--- src/hdl/tbc_pkg.sv ---
package tbc_pkg;

  localparam int unsigned NUM_LANES = 5;

  typedef enum logic {
    FUNC_PACK   = 1'b0,
    FUNC_UNPACK = 1'b1
  } func_t;

  typedef enum logic [1:0] {
    TRIT_ZERO   = 2'b00,
    TRIT_PLUS   = 2'b01,
    TRIT_MINUS  = 2'b11,
    TRIT_MINUS2 = 2'b10
  } trit_code_t;

  typedef struct packed {
    logic [7:0]        term;
    logic signed [1:0] dec;
  } lane_res_t;

  localparam logic [7:0] DIV_MUL   [NUM_LANES] = '{8'd1, 8'd171, 8'd57, 8'd19, 8'd203};
  localparam logic [3:0] DIV_SHIFT [NUM_LANES] = '{4'd0, 4'd9, 4'd9, 4'd9, 4'd14};
  localparam logic [7:0] POW3      [NUM_LANES] = '{8'd1, 8'd3, 8'd9, 8'd27, 8'd81};

  function automatic logic [1:0] fold_mod3(input logic [7:0] x);
    logic [4:0] a;
    logic [3:0] b;
    logic [2:0] c;
    logic [1:0] d;
    a = {1'b0, x[7:4]} + {1'b0, x[3:0]};
    b = {1'b0, a[4:2]} + {2'b0, a[1:0]};
    c = {1'b0, b[3:2]} + {1'b0, b[1:0]};
    d = {1'b0, c[2]} + c[1:0];
    if (d == 2'd3) begin
      d = 2'd0;
    end
    return d;
  endfunction

endpackage

--- src/hdl/tbc_lane.sv ---
module tbc_lane #(
  parameter int unsigned K = 0
) (
  input  logic                   clk,
  input  logic                   en,
  input  tbc_pkg::func_t         func,
  input  logic [2:0]             count,
  input  logic [7:0]             in_byte,
  input  logic signed [1:0]      trit,
  output tbc_pkg::lane_res_t     res_r
);

  localparam logic [2:0] LANE_IDX = 3'(K);

  logic [15:0]        prod;
  logic [7:0]         quot;
  logic [1:0]         digit;
  logic               active;
  logic [7:0]         term;
  tbc_pkg::lane_res_t res_nxt;

  assign active = (count > LANE_IDX);
  assign prod   = {8'd0, in_byte} * {8'd0, tbc_pkg::DIV_MUL[K]};
  assign quot   = 8'(prod >> tbc_pkg::DIV_SHIFT[K]);
  assign digit  = tbc_pkg::fold_mod3(quot);

  always_comb begin
    case (tbc_pkg::trit_code_t'(trit))
      tbc_pkg::TRIT_ZERO:   term = tbc_pkg::POW3[K];
      tbc_pkg::TRIT_PLUS:   term = {tbc_pkg::POW3[K][6:0], 1'b0};
      tbc_pkg::TRIT_MINUS2: term = 8'd0 - tbc_pkg::POW3[K];
      tbc_pkg::TRIT_MINUS:  term = 8'd0;
      default:              term = 8'd0;
    endcase
  end

  always_comb begin
    res_nxt = '0;
    if (active) begin
      if (func == tbc_pkg::FUNC_PACK) begin
        res_nxt.term = term;
      end else begin
        res_nxt.dec = digit + 2'd3;
      end
    end
  end

  always_ff @(posedge clk) begin
    if (en) begin
      res_r <= res_nxt;
    end
  end

endmodule

--- src/hdl/tbc_merge.sv ---
module tbc_merge (
  input  logic                 clk,
  input  logic                 en,
  input  tbc_pkg::lane_res_t   lanes [tbc_pkg::NUM_LANES],
  output logic [7:0]           out_byte_r,
  output logic signed [1:0]    dec_r [tbc_pkg::NUM_LANES]
);

  logic [7:0] sum_nxt;

  always_comb begin
    sum_nxt = 8'd0;
    for (int i = 0; i < tbc_pkg::NUM_LANES; i++) begin
      sum_nxt = sum_nxt + lanes[i].term;
    end
  end

  always_ff @(posedge clk) begin
    if (en) begin
      out_byte_r <= sum_nxt;
      for (int i = 0; i < tbc_pkg::NUM_LANES; i++) begin
        dec_r[i] <= lanes[i].dec;
      end
    end
  end

endmodule

--- src/hdl/ternary_base3_byte_codec_core.sv ---
// Ternary base-3 byte codec: five trits per byte.
// Input stream (in_*): in_tuser selects the function, 0 = pack five signed
// trits into one byte, 1 = unpack one byte into up to five trits. count gives
// how many trits the word carries; positions at or past count read as zero.
// Output stream (out_*): one word per input word, in order, carrying the
// packed byte (zero on unpack) and five decoded trits (zero on pack).
// Five lanes, one per trit position, each do a constant multiply-shift and a
// mod-3 fold or a weighted pack term; a merge stage sums the terms.
// Each word passes the lane register and then the merge register before out_tvalid.
// Throughput: one word per cycle while out_tready is high, through the two-register lane/merge pipeline.
// in_tready depends combinationally on out_tready; when the receiver stalls,
// the pipeline fills both stages and then drops in_tready, holding out_tdata.
// Reset (rst_n low, synchronous) empties the pipeline; out_tvalid goes low.
module ternary_base3_byte_codec_core (
  input  logic        clk,
  input  logic        rst_n,
  input  logic        in_tvalid,
  output logic        in_tready,
  input  logic [23:0] in_tdata,   // count[2:0], in_byte[10:3], trit_zero[12:11],
                                  // trit_one[14:13], trit_two[16:15],
                                  // trit_three[18:17], trit_four[20:19], zero pad
  input  logic        in_tuser,   // func
  output logic        out_tvalid,
  input  logic        out_tready,
  output logic [23:0] out_tdata   // out_byte[7:0], dec_zero[9:8], dec_one[11:10],
                                  // dec_two[13:12], dec_three[15:14],
                                  // dec_four[17:16], zero pad
);

  logic                v1_r, v1_nxt;
  logic                v2_r, v2_nxt;
  logic                adv1;
  logic                adv2;
  logic                in_acc;
  tbc_pkg::lane_res_t  lane_res [tbc_pkg::NUM_LANES];
  logic [7:0]          out_byte;
  logic signed [1:0]   dec [tbc_pkg::NUM_LANES];

  assign adv2      = !v2_r || out_tready;
  assign adv1      = !v1_r || adv2;
  assign in_tready = adv1;
  assign in_acc    = in_tvalid && adv1;

  assign v1_nxt = adv1 ? in_acc : v1_r;
  assign v2_nxt = adv2 ? v1_r : v2_r;

  always_ff @(posedge clk) begin
    if (!rst_n) begin
      v1_r <= 1'b0;
      v2_r <= 1'b0;
    end else begin
      v1_r <= v1_nxt;
      v2_r <= v2_nxt;
    end
  end

  for (genvar k = 0; k < tbc_pkg::NUM_LANES; k++) begin : g_lane
    tbc_lane #(.K(k)) u_lane (
      .clk     (clk),
      .en      (in_acc),
      .func    (tbc_pkg::func_t'(in_tuser)),
      .count   (in_tdata[2:0]),
      .in_byte (in_tdata[10:3]),
      .trit    (in_tdata[12 + 2*k -: 2]),
      .res_r   (lane_res[k])
    );
  end

  tbc_merge u_merge (
    .clk        (clk),
    .en         (v1_r && adv2),
    .lanes      (lane_res),
    .out_byte_r (out_byte),
    .dec_r      (dec)
  );

  assign out_tvalid = v2_r;
  assign out_tdata  = {6'd0, dec[4], dec[3], dec[2], dec[1], dec[0], out_byte};

endmodule

--- config.mk ---
export PLATFORM = sky130hd
export DESIGN_NAME = ternary_base3_byte_codec_core
export DESIGN_NICKNAME = d
export VERILOG_FILES = /design/src/hdl/tbc_pkg.sv /design/src/hdl/tbc_lane.sv /design/src/hdl/tbc_merge.sv /design/src/hdl/ternary_base3_byte_codec_core.sv
export SDC_FILE = /design/constraint.sdc
export NUM_CORES = 1
export LEC_CHECK = 0
export BUFFER_PORTS_ARGS = -buffer_cell sky130_fd_sc_hd__buf_2
export CAP_MARGIN = 15
export CORE_MARGIN = 3
export CORE_UTILIZATION = 60
export CTS_CLUSTER_DIAMETER = 40
export CTS_CLUSTER_SIZE = 10
export DETAILED_ROUTE_END_ITERATION = 10
export HOLD_SLACK_MARGIN = 0.02
export PLACE_DENSITY_LB_ADDON = 0.2
export SYNTH_ARGS = -nofsm -noshare
export SYNTH_HDL_FRONTEND = slang
export SYNTH_SLANG_ARGS = --single-unit
--- constraint.sdc ---
create_clock -name clk -period 11.2 [get_ports clk]
set_input_delay 1.68 -clock clk [delete_from_list [all_inputs] [get_ports clk]]
set_output_delay 1.68 -clock clk [all_outputs]
set_load 0.05 [all_outputs]
==> out/metrics.cfg, run 1 <==
[route]
wire_per_inst_um = 14.0
ant_nets = 0
drt-vias-per-instance = 5.42
drc_errors = 0
drt-total-wl_um = 10900
dr.pass1.iters = 4
vias = 4213
first_iter_violations = 135

[finish]
final_cell_mix = ha_1 (158), inv_1 (115), fa_1 (62)
final_nets = 889
design_area_mm2 = 0.00699
diodes = 0
mostFrequentLayoutCell = ha_1
synthToLayoutAreaGrowth_pct = 7.36
drive_above_1_share_pct = 9.67

[synthesis]
yosysUniqueCellTypes = 47
synth_edf_count = 48
yosysWarnings = 0
synth_flop_cell = edfxtp_1
synth.cell_area_mm2 = 0.00651
ys_ff_latch = 50
avgSynthCellArea_um2 = 11.1
syn_inst = 589
async_flop_share_pct = 0
yosysSeqAreaShare_pct = 22.8
synth_top_area_share_pct = 30.4
synth_largest_area_cell = ha_1
synth_area_leaders = ha_1 (30%), edfxtp_1 (22%), fa_1 (19%)

[clocking]
postCtsResizedCells = 0
clock_latency_ps = 300
cts_tree = done
post_cts_buffers = 0
cts_hold_buf = 0
htreeDepth = 2
clockRootBuffer = clkbuf_8
clock_sinks = 50
cts_made_buffers = 5
cts.clk_slew.worst_paths_ps = 80
clockBufferDepth = 2

[global_route]
grt_pass1_wl_um = 19100
grt_util_all_layers_pct = 19.9
grt_pass1_vias = 4392
overflow = 0
grt_max_degree = 31
antenna_found_initial = 0

[sta]
tns_ps = 0
setup_viol = 0
rsz0062_at_grt = false
period_minus_slack_ps = 7760
skew_ps = 12.6
maxSlewViolCount = 0
fin_crit_sh_pct = 69.3
hold_viol_final = 0
fmax_mhz = 129

[floorplanning]
start_util_pct = 62.5
fp.dieW_um = 110
fp.coreArea_mm2 = 0.0104
die_h_um = 110
die-area_mm2 = 0.0121
core.rowCount = 37
io-pin-count = 55

[setup_path]
worst-path-max-fanout = 10
worst-setup-path-type = input port to flop
critPathLaunch = in_tdata[6]
rr_startpoint = g_lane[0].u_lane.res_r[8]$_SDFFCE_PP0P_
cp.arrival_ps = 7800
reg2regPathDepth = 11
crit_required_ps = 11240
r2r-end = u_merge.out_byte_r[7]$_DFFE_PP_
r2r_setup_slack_ps = 7600
endpoint_kind = flop
timing.critical_path.to = g_lane[1].u_lane.res_r[1]$_SDFFCE_PN0P_
cp-start-kind = input port

[pwr]
p_leak_nw = 3.61
power_density_mw_per_mm2 = 233
finalPower_mw = 1.63
ir_worst_vdd_mv = 0.227

[outcome]
run_status = finished, final reports clean

[placed_design]
portBuffers = 45
placed_area_mm2 = 0.00688
hpwl_um = 9340
gp_congestion = 0.832

[worst_hold_path]
hold_path_class = flop to flop

[flow_run]
maxCapViolCount = 0

==> cell usage after synthesis, types with 2 or more instances <==
cell type	count
nor2_1	15
and2_1	14
a211o_1	2
nand2_1	11
buf_4	6
nor3_1	3
edfxtp_1	48
o21a_1	11
o211ai_1	2
fa_1	62
o22ai_1	2
or2_2	3
nand3_1	6
xor2_1	16
xnor2_1	24
ha_1	158
a21o_1	10
a21oi_1	25
nand4_1	3
nor2b_1	8
a31oi_1	3
nand3b_1	3
dfxtp_1	2
inv_1	115
o21ai_0	7
o21bai_1	4
and3_1	6
==> how the worst min path moves through the flow <==
stage,start,endpoint,slack [ps],depth (start not counted)
final,g_lane[4].u_lane.res_r[1]$_SDFFCE_PN0P_,u_merge.dec_r[1]$_DFFE_PP_,420,0
after global routing,g_lane[1].u_lane.res_r[0]$_SDFFCE_PN0P_,u_merge.dec_r[6]$_DFFE_PP_,430,0
after CTS,g_lane[4].u_lane.res_r[1]$_SDFFCE_PN0P_,u_merge.dec_r[1]$_DFFE_PP_,420,0
after detailed placement,g_lane[3].u_lane.res_r[0]$_SDFFCE_PN0P_,u_merge.dec_r[2]$_DFFE_PP_,400,0
after global placement,g_lane[2].u_lane.res_r[0]$_SDFFCE_PN0P_,u_merge.dec_r[4]$_DFFE_PP_,400,0
after floorplan,g_lane[4].u_lane.res_r[0]$_SDFFCE_PN0P_,u_merge.dec_r[0]$_DFFE_PP_,400,0
==> metal layers <==
metal | global-route usage (%) | share of wire [%] | routed length (um) | up-vias
met2 | 37.4 | 53 | 5730 | 76
met1 | 24.5 | 41 | 4500 | 2046
met5 | 0 | 0 | 0 | -
met4 | 5.19 | 1.9 | 212 | 0
li1 | - | - | - | 2074
met3 | 1.86 | 4.0 | 435 | 17
==> area by class of cell <==
class | instances | area [um2]
Clock buffer | 7 | 76.3
Clock inverter | 1 | 30.0
Fill cell | 822 | 3430
Inverter | 115 | 432
Multi-Input combinational cell | 421 | 4560
Sequential cell | 50 | 1480
Tap cell | 136 | 170
Timing Repair Buffer | 47 | 240
==> state kept, by name, summed over array words and instances (netlist names) <==
signal	flops
g_lane.u_lane.res_r	30
u_merge.dec_r	10
u_merge.out_byte_r	8
v1_r	1
out_tvalid	1
==> kinds of logic after synthesis <==
| logic type | count (synthesis) | share of synthesized area, % |
|---|---|---|
| fa+ha+maj | 220 | 49.4 |
| buf+inv | 123 | 7.49 |
| compound gates | 78 | 8.49 |
| simple gates | 77 | 6.40 |
| xor+xnor | 40 | 5.38 |
| other cells | 1 | 0.0576 |
| flops | 50 | 22.8 |
==> power by group <==
part / total, mW / switching, mW / internal (mW)
Combinational: 1.22 / 0.666 / 0.555
Sequential: 0.289 / 0.0105 / 0.278
Clock: 0.121 / 0.0546 / 0.0668
==> worst max-delay path, stage by stage <==
cell and delay (ps):
buf_2 290, ha_1 330, fa_1 490, fa_1 520
inv_1 60, fa_1 520, inv_1 40, ha_1 310
o21a_1 220, o311ai_2 100, nand3b_1 170, a21oi_1 280
xor2_1 130, fa_1 470, xnor2_1 150, ha_1 210
fa_1 380, o21ai_0 80, o21ai_0 100, ha_1 200
fa_1 360, ha_1 210, xnor2_1 160, ha_1 240
inv_1 50, nor2_1 40
==> through the flow <==
| stage | utilization [%] | hold WS (ps) | setup slack (ps) | instances |
|---|---|---|---|---|
| 4_1_cts | 67.1 | 419 | 3410 | 777 |
| 2_1_floorplan | - | 400 | 3720 | 594 |
| 3_3_place_gp | 66.1 | 402 | 3200 | 769 |
| 5_1_grt | 67.1 | 430 | 3020 | 777 |
| 3_5_place_dp | 66.1 | 405 | 3140 | 769 |
| 6_report | 67.1 | 417 | 3440 | 777 |
No activity file was read; power rests on OpenSTA's default activity.
==> run 2, diff against run 1 <==
--- a/config.mk
+++ b/config.mk
@@ -8,7 +8,7 @@
 export BUFFER_PORTS_ARGS = -buffer_cell sky130_fd_sc_hd__buf_2
 export CAP_MARGIN = 15
 export CORE_MARGIN = 3
-export CORE_UTILIZATION = 60
+export CORE_UTILIZATION = 56
 export CTS_CLUSTER_DIAMETER = 40
 export CTS_CLUSTER_SIZE = 10
 export DETAILED_ROUTE_END_ITERATION = 10
==> constraint.sdc (replaced) <==
create_clock -name clk -period 6.6 [get_ports clk]
set_input_delay 0.99 -clock clk [delete_from_list [all_inputs] [get_ports clk]]
set_output_delay 0.99 -clock clk [all_outputs]
set_load 0.05 [all_outputs]
==> out/metrics.cfg, run 2 (synthesized netlist as in run 1, its figures left out) <==
[finish]
design_area_mm2 = 0.00786  ; was 0.00699 mm2
reg_top3 = g_lane.u_lane.res_r: 30 flops, u_merge.dec_r: 10 flops, u_merge.out_byte_r: 8 flops  ; unchanged
regMostFlops = g_lane.u_lane.res_r  ; unchanged
largest_reg_flops = 30  ; unchanged
final_nets = 957  ; was 889
fin_util_pct = 71.0  ; was 67.1%
stdcell_count = 849  ; was 777
synthToLayoutAreaGrowth_pct = 20.7  ; was 7.36%
diodes = 0  ; unchanged
final_cell_mix = ha_1 (142), inv_1 (112), buf_4 (68)  ; was ha_1 (158), inv_1 (115), fa_1 (62)
mostFrequentLayoutCell = ha_1  ; unchanged
drive_above_1_share_pct = 23.7  ; was 9.67%

[sta]
fin_crit_sh_pct = 98.7
tightestPinTransition_ps = 663
maxSlewViolCount = 0  ; unchanged
fmax_mhz = 154
hold_viol_final = 0  ; unchanged
skew_ps = 6.02  ; was 12.6 ps
max-slew-margin-rel_pct = 55.1
setup_viol = 0  ; unchanged
rsz0062_at_grt = true  ; was false
period_minus_slack_ps = 6510

[clocking]
clock_latency_ps = 290  ; was 300 ps
clock_sinks = 50  ; unchanged
cts_hold_buf = 0  ; unchanged
clockBufferDepth = 2  ; unchanged
cts_tree = done  ; unchanged
cts.clk_slew.worst_paths_ps = 70  ; was 80 ps
clockRootBuffer = clkbuf_16  ; was clkbuf_8
cts_made_buffers = 5  ; unchanged
htreeDepth = 2  ; unchanged

[route]
drt-vias-per-instance = 5.22  ; was 5.42
vias = 4434  ; was 4213
dr.pass1.iters = 4  ; unchanged
drt-total-wl_um = 12200  ; was 10900 um
first_iter_violations = 132  ; was 135
ant_nets = 0  ; unchanged
wire_per_inst_um = 14.3  ; was 14.0 um
drc_errors = 0  ; unchanged

[placed_design]
dpl.cell_count = 835  ; was 769
placed_area_mm2 = 0.00740  ; was 0.00688 mm2
gp_congestion = 0.869  ; was 0.832
hpwl_um = 10300  ; was 9340 um
portBuffers = 45  ; unchanged

[global_route]
grt_pass1_vias = 4834  ; was 4392
antenna_found_initial = 0  ; unchanged
grtUsageMet1_pct = 25.4  ; was 24.5%
overflow = 0  ; unchanged
gr-usage-met3_pct = 1.54  ; was 1.86%
grt_util_all_layers_pct = 20.3  ; was 19.9%
grt_pass1_wl_um = 21500  ; was 19100 um
busiest_layer = met2  ; unchanged
grt_max_degree = 31  ; unchanged
grt.met2_usage_pct = 38.1  ; was 37.4%

[pwr]
p_sw_mw = 1.44  ; was 731 uW
swShare_pct = 42.2  ; was 44.8%
clockPowerShare_pct = 8.6  ; was 7.4%
power_density_mw_per_mm2 = 434  ; was 233 mW/mm2
ir_worst_vdd_mv = 0.605  ; was 0.227 mV
p_int_mw = 1.97  ; was 901 uW
power_frac_seq_pct = 14.4  ; was 17.7%
p_comb_share_pct = 77.1  ; was 74.8%
p_leak_nw = 3.99  ; was 3.61 nW

[setup_path]
cp.arrival_ps = 6550  ; was 7800 ps
slowest_delay_ps = 540  ; was 520 ps
cp_slowest_cell = fa_1  ; unchanged
cp-start-kind = input port  ; unchanged
endpoint_kind = flop  ; unchanged
worst-setup-path-type = input port to flop  ; unchanged
crit_required_ps = 6640  ; was 11240 ps
worst-path-max-fanout = 3  ; was 10

[floorplanning]
die_h_um = 114  ; was 110 um
die-area_mm2 = 0.0130  ; was 0.0121 mm2
start_util_pct = 58.8  ; was 62.5%
fp.dieW_um = 114  ; was 110 um
io-pin-count = 55  ; unchanged
core.rowCount = 38  ; was 37
fp.coreArea_mm2 = 0.0111  ; was 0.0104 mm2

[flow_run]
maxCapViolCount = 0  ; unchanged

[outcome]
run_status = finished, final reports clean  ; unchanged

[worst_hold_path]
hold_path_class = flop to flop  ; unchanged

## run 2: timing repair
item | CTS | global route
resized for setup | 15 | 35
buffers inserted | 1 | 5
endpoints found under the setup margin | 3 | 4
endpoints found under the hold margin | 0 | 0
pin swaps | 26 | 47
## run 2: metrics by stage
step	setup TNS (ps)	setup WS (ps)	total power [mW]	hold WS, ps
floorplan	0	7.62	2.19	400
global placement	-1150	-378	2.65	403
detailed placement	-1670	-515	2.76	405
CTS	0	3.66	3.15	412
global route	-290	-146	3.83	425
finish	0	86.1	3.41	413
## run 2: area by class of cell
cell class | count | area, um2
clock inverter | 3 | 43.8
multi-input combinational | 421 | 4800
sequential | 50 | 1480
fill | 802 | 3220
tap | 140 | 175
timing repair buffer | 115 | 805
clock buffer | 5 | 125
inverter | 115 | 432
## run 2: layer usage
layer	part of all wire [%]	vias up
li1	-	2212
met1	44	2132
met2	52	72
met3	2.9	18
met4	1.4	0
met5	0	-
## run 2: power groups by stage
| stage | logic [mW] | clock network, mW | registers [mW] |
|---|---|---|---|
| after floorplan | 1.61 | 0 | 0.576 |
| after global placement | 2.15 | 0 | 0.496 |
| after detailed placement | 2.26 | 0 | 0.497 |
| after CTS | 2.37 | 0.297 | 0.490 |
| after global routing | 3.03 | 0.308 | 0.495 |
| final | 2.63 | 0.292 | 0.490 |
## run 2: path summary, 6_finish.rpt
check                                             to  slack (ps)                               startpoint  depth (start not counted)
max          g_lane[1].u_lane.res_r[1]$_SDFFCE_PN0P_          90                              in_tdata[6]                         27
min                       u_merge.dec_r[2]$_DFFE_PP_         410  g_lane[3].u_lane.res_r[0]$_SDFFCE_PN0P_                          0
max reg2reg          u_merge.out_byte_r[7]$_DFFE_PP_        2980  g_lane[0].u_lane.res_r[8]$_SDFFCE_PP0P_                         11
min reg2reg               u_merge.dec_r[2]$_DFFE_PP_         410  g_lane[3].u_lane.res_r[0]$_SDFFCE_PN0P_                          0
## run 2: critical path: cells and delay by family
family | cells | cell delay (ps)
fa+ha+maj | 12 | 4020
simple gates | 2 | 180
xor+xnor | 3 | 410
buf+inv | 5 | 400
compound gates | 5 | 520
==> run 3, diff against run 2 <==
--- a/config.mk
+++ b/config.mk
@@ -8,7 +8,7 @@
 export BUFFER_PORTS_ARGS = -buffer_cell sky130_fd_sc_hd__buf_2
 export CAP_MARGIN = 15
 export CORE_MARGIN = 3
-export CORE_UTILIZATION = 56
+export CORE_UTILIZATION = 50
 export CTS_CLUSTER_DIAMETER = 40
 export CTS_CLUSTER_SIZE = 10
 export DETAILED_ROUTE_END_ITERATION = 10
==> out/metrics.cfg, run 3 (synthesized netlist as in run 1, its figures left out) <==
[clocking]
clockBufferDepth = 2  ; unchanged
cts_made_buffers = 5  ; unchanged
cts_tree = done  ; unchanged
clock_sinks = 50  ; unchanged
cts.clk_slew.worst_paths_ps = 60  ; was 70 ps
clockRootBuffer = clkbuf_16  ; unchanged
htreeDepth = 2  ; unchanged
clock_latency_ps = 290  ; about the same

[route]
vias = 4441  ; was 4434
ant_nets = 0  ; unchanged
top_layer_used = met4  ; unchanged
wire_per_inst_um = 14.1  ; was 14.3 um
first_iter_violations = 180  ; was 132
dr_wl_met3_um = 305  ; was 348 um
drc_errors = 0  ; unchanged
drt-total-wl_um = 12400  ; was 12200 um
drt-vias-per-instance = 5.04  ; was 5.22
wl_met2_um = 6590  ; was 6350 um
drt-met1-wl_um = 5400  ; was 5290 um
dr.pass1.iters = 4  ; unchanged

[global_route]
grt_max_degree = 31  ; unchanged
grt_pass1_vias = 4792  ; was 4834
grt_util_all_layers_pct = 18.3  ; was 20.3%
overflow = 0  ; unchanged
antenna_found_initial = 0  ; unchanged
grt_pass1_wl_um = 21500  ; about the same

[setup_path]
crit_required_ps = 6620  ; was 6640 ps
endpoint_kind = flop  ; unchanged
cp.arrival_ps = 6570  ; was 6550 ps
worst-setup-path-type = input port to flop  ; unchanged
worst-path-max-fanout = 3  ; unchanged
slowest_delay_ps = 510  ; was 540 ps
cp-start-kind = input port  ; unchanged
cp_slowest_cell = fa_1  ; unchanged

[finish]
final_nets = 957  ; unchanged
regMostFlops = g_lane.u_lane.res_r  ; unchanged
final_cell_mix = ha_1 (142), inv_1 (113), buf_4 (67)  ; was ha_1 (142), inv_1 (112), buf_4 (68)
diodes = 0  ; unchanged
largest_reg_flops = 30  ; unchanged
fin_util_pct = 62.5  ; was 71.0%
fill_cells = 1034  ; was 802
synthToLayoutAreaGrowth_pct = 21.7  ; was 20.7%
stdcell_count = 881  ; was 849
reg_top3 = g_lane.u_lane.res_r: 30 flops, u_merge.dec_r: 10 flops, u_merge.out_byte_r: 8 flops  ; unchanged
mostFrequentLayoutCell = ha_1  ; unchanged
drive_above_1_share_pct = 23.8  ; was 23.7%

[pwr]
p_leak_nw = 3.99  ; about the same
ir_worst_vdd_mv = 0.540  ; was 0.605 mV
power_density_mw_per_mm2 = 435  ; was 434 mW/mm2

[sta]
maxSlewViolCount = 0  ; unchanged
hold_viol_final = 0  ; unchanged
rsz0062_at_grt = true  ; unchanged
skew_ps = 11.0  ; was 6.02 ps
tns_ps = 0  ; unchanged
fmax_mhz = 153  ; was 154 MHz
holdWs_ps = 417  ; was 413 ps
setup_viol = 0  ; unchanged
period_minus_slack_ps = 6540  ; was 6510 ps
max-slew-margin-rel_pct = 48.6  ; was 55.1%
fin_ws_ps = 55.2  ; was 86.1 ps
fin_crit_sh_pct = 99.2  ; was 98.7%
tightestPinTransition_ps = 759  ; was 663 ps

[placed_design]
portBuffers = 45  ; unchanged
gp_congestion = 0.849  ; was 0.869
hpwl_um = 10500  ; was 10300 um
dpl.cell_count = 863  ; was 835
place_ws_ps = -549  ; was -515 ps

[floorplanning]
die-area_mm2 = 0.0144  ; was 0.0130 mm2
core.rowCount = 41  ; was 38
fp.dieW_um = 120  ; was 114 um
start_util_pct = 51.4  ; was 58.8%
die_h_um = 120  ; was 114 um
fp.coreArea_mm2 = 0.0127  ; was 0.0111 mm2
io-pin-count = 55  ; unchanged

[flow_run]
maxCapViolCount = 0  ; unchanged

[outcome]
run_status = finished, final reports clean  ; unchanged

[worst_hold_path]
hold_path_class = flop to flop  ; unchanged

-- run 3: cell types whose count changed in the layout (fill, tap and decap cells not counted), sizes merged --
cell / previous run / this run
clkinv: 1 / 0
inv: 116 / 115
clkbuf: 5 / 7
-- run 3: worst paths after layout --
| kind | slack [ps] | from | cells past startpoint | to |
|---|---|---|---|---|
| worst max-delay path | 60 | in_tdata[3] | 27 | g_lane[1].u_lane.res_r[1]$_SDFFCE_PN0P_ |
| worst min-delay path | 420 | g_lane[4].u_lane.res_r[1]$_SDFFCE_PN0P_ | 0 | u_merge.dec_r[1]$_DFFE_PP_ |
| worst max register to register | 3010 | g_lane[0].u_lane.res_r[8]$_SDFFCE_PP0P_ | 11 | u_merge.out_byte_r[7]$_DFFE_PP_ |
| worst min register to register | 420 | g_lane[4].u_lane.res_r[1]$_SDFFCE_PN0P_ | 0 | u_merge.dec_r[1]$_DFFE_PP_ |
-- run 3: final cells by class --
type,instances,area [um2],share of cell area (%)
inverters,115,432,5.45
well taps,172,215,2.72
clock buffers,7,143,1.80
clock inverters,1,30.0,0.379
multi-input cells,421,4820,60.9
repair buffers,115,797,10.1
flip-flops and latches,50,1480,18.7
-- run 3: layer usage --
metal	global-route usage (%)	vias up
li1	-	2220
met1	23.1	2146
met2	34.2	64
met3	1.37	11
met4	3.87	0
met5	0	-
-- run 3: critical path, delay by kind of cell --
family | cells | cell delay, ps
fa+ha+maj | 13 | 3920
compound gates | 4 | 650
xor+xnor | 3 | 460
buf+inv | 5 | 340
simple gates | 2 | 200
-- run 3: power by group --
part	leakage (nW)	internal [mW]	total [mW]	switching, mW
registers	0.490	0.473	0.490	0.0169
clock network	0.0841	0.189	0.296	0.107
logic	3.42	1.34	2.66	1.31
total	3.99	2.01	3.44	1.44
-- run 3: timing repair --
item                       in CTS  in global routing
gates cloned                    0                  0
pin swaps                      16                 36
setup endpoints to repair       4                  4
buffers inserted                7                  3
resized for setup              14                 37
hold buffers                    0                  0
hold endpoints to repair        0                  0
-- run 3: through the flow --
step	power (mW)	instance area (um2)
5_1_grt	3.90	7920
3_5_place_dp	2.73	7400
6_report	3.44	7920
2_1_floorplan	2.19	6550
3_3_place_gp	2.66	7400
4_1_cts	3.19	7680
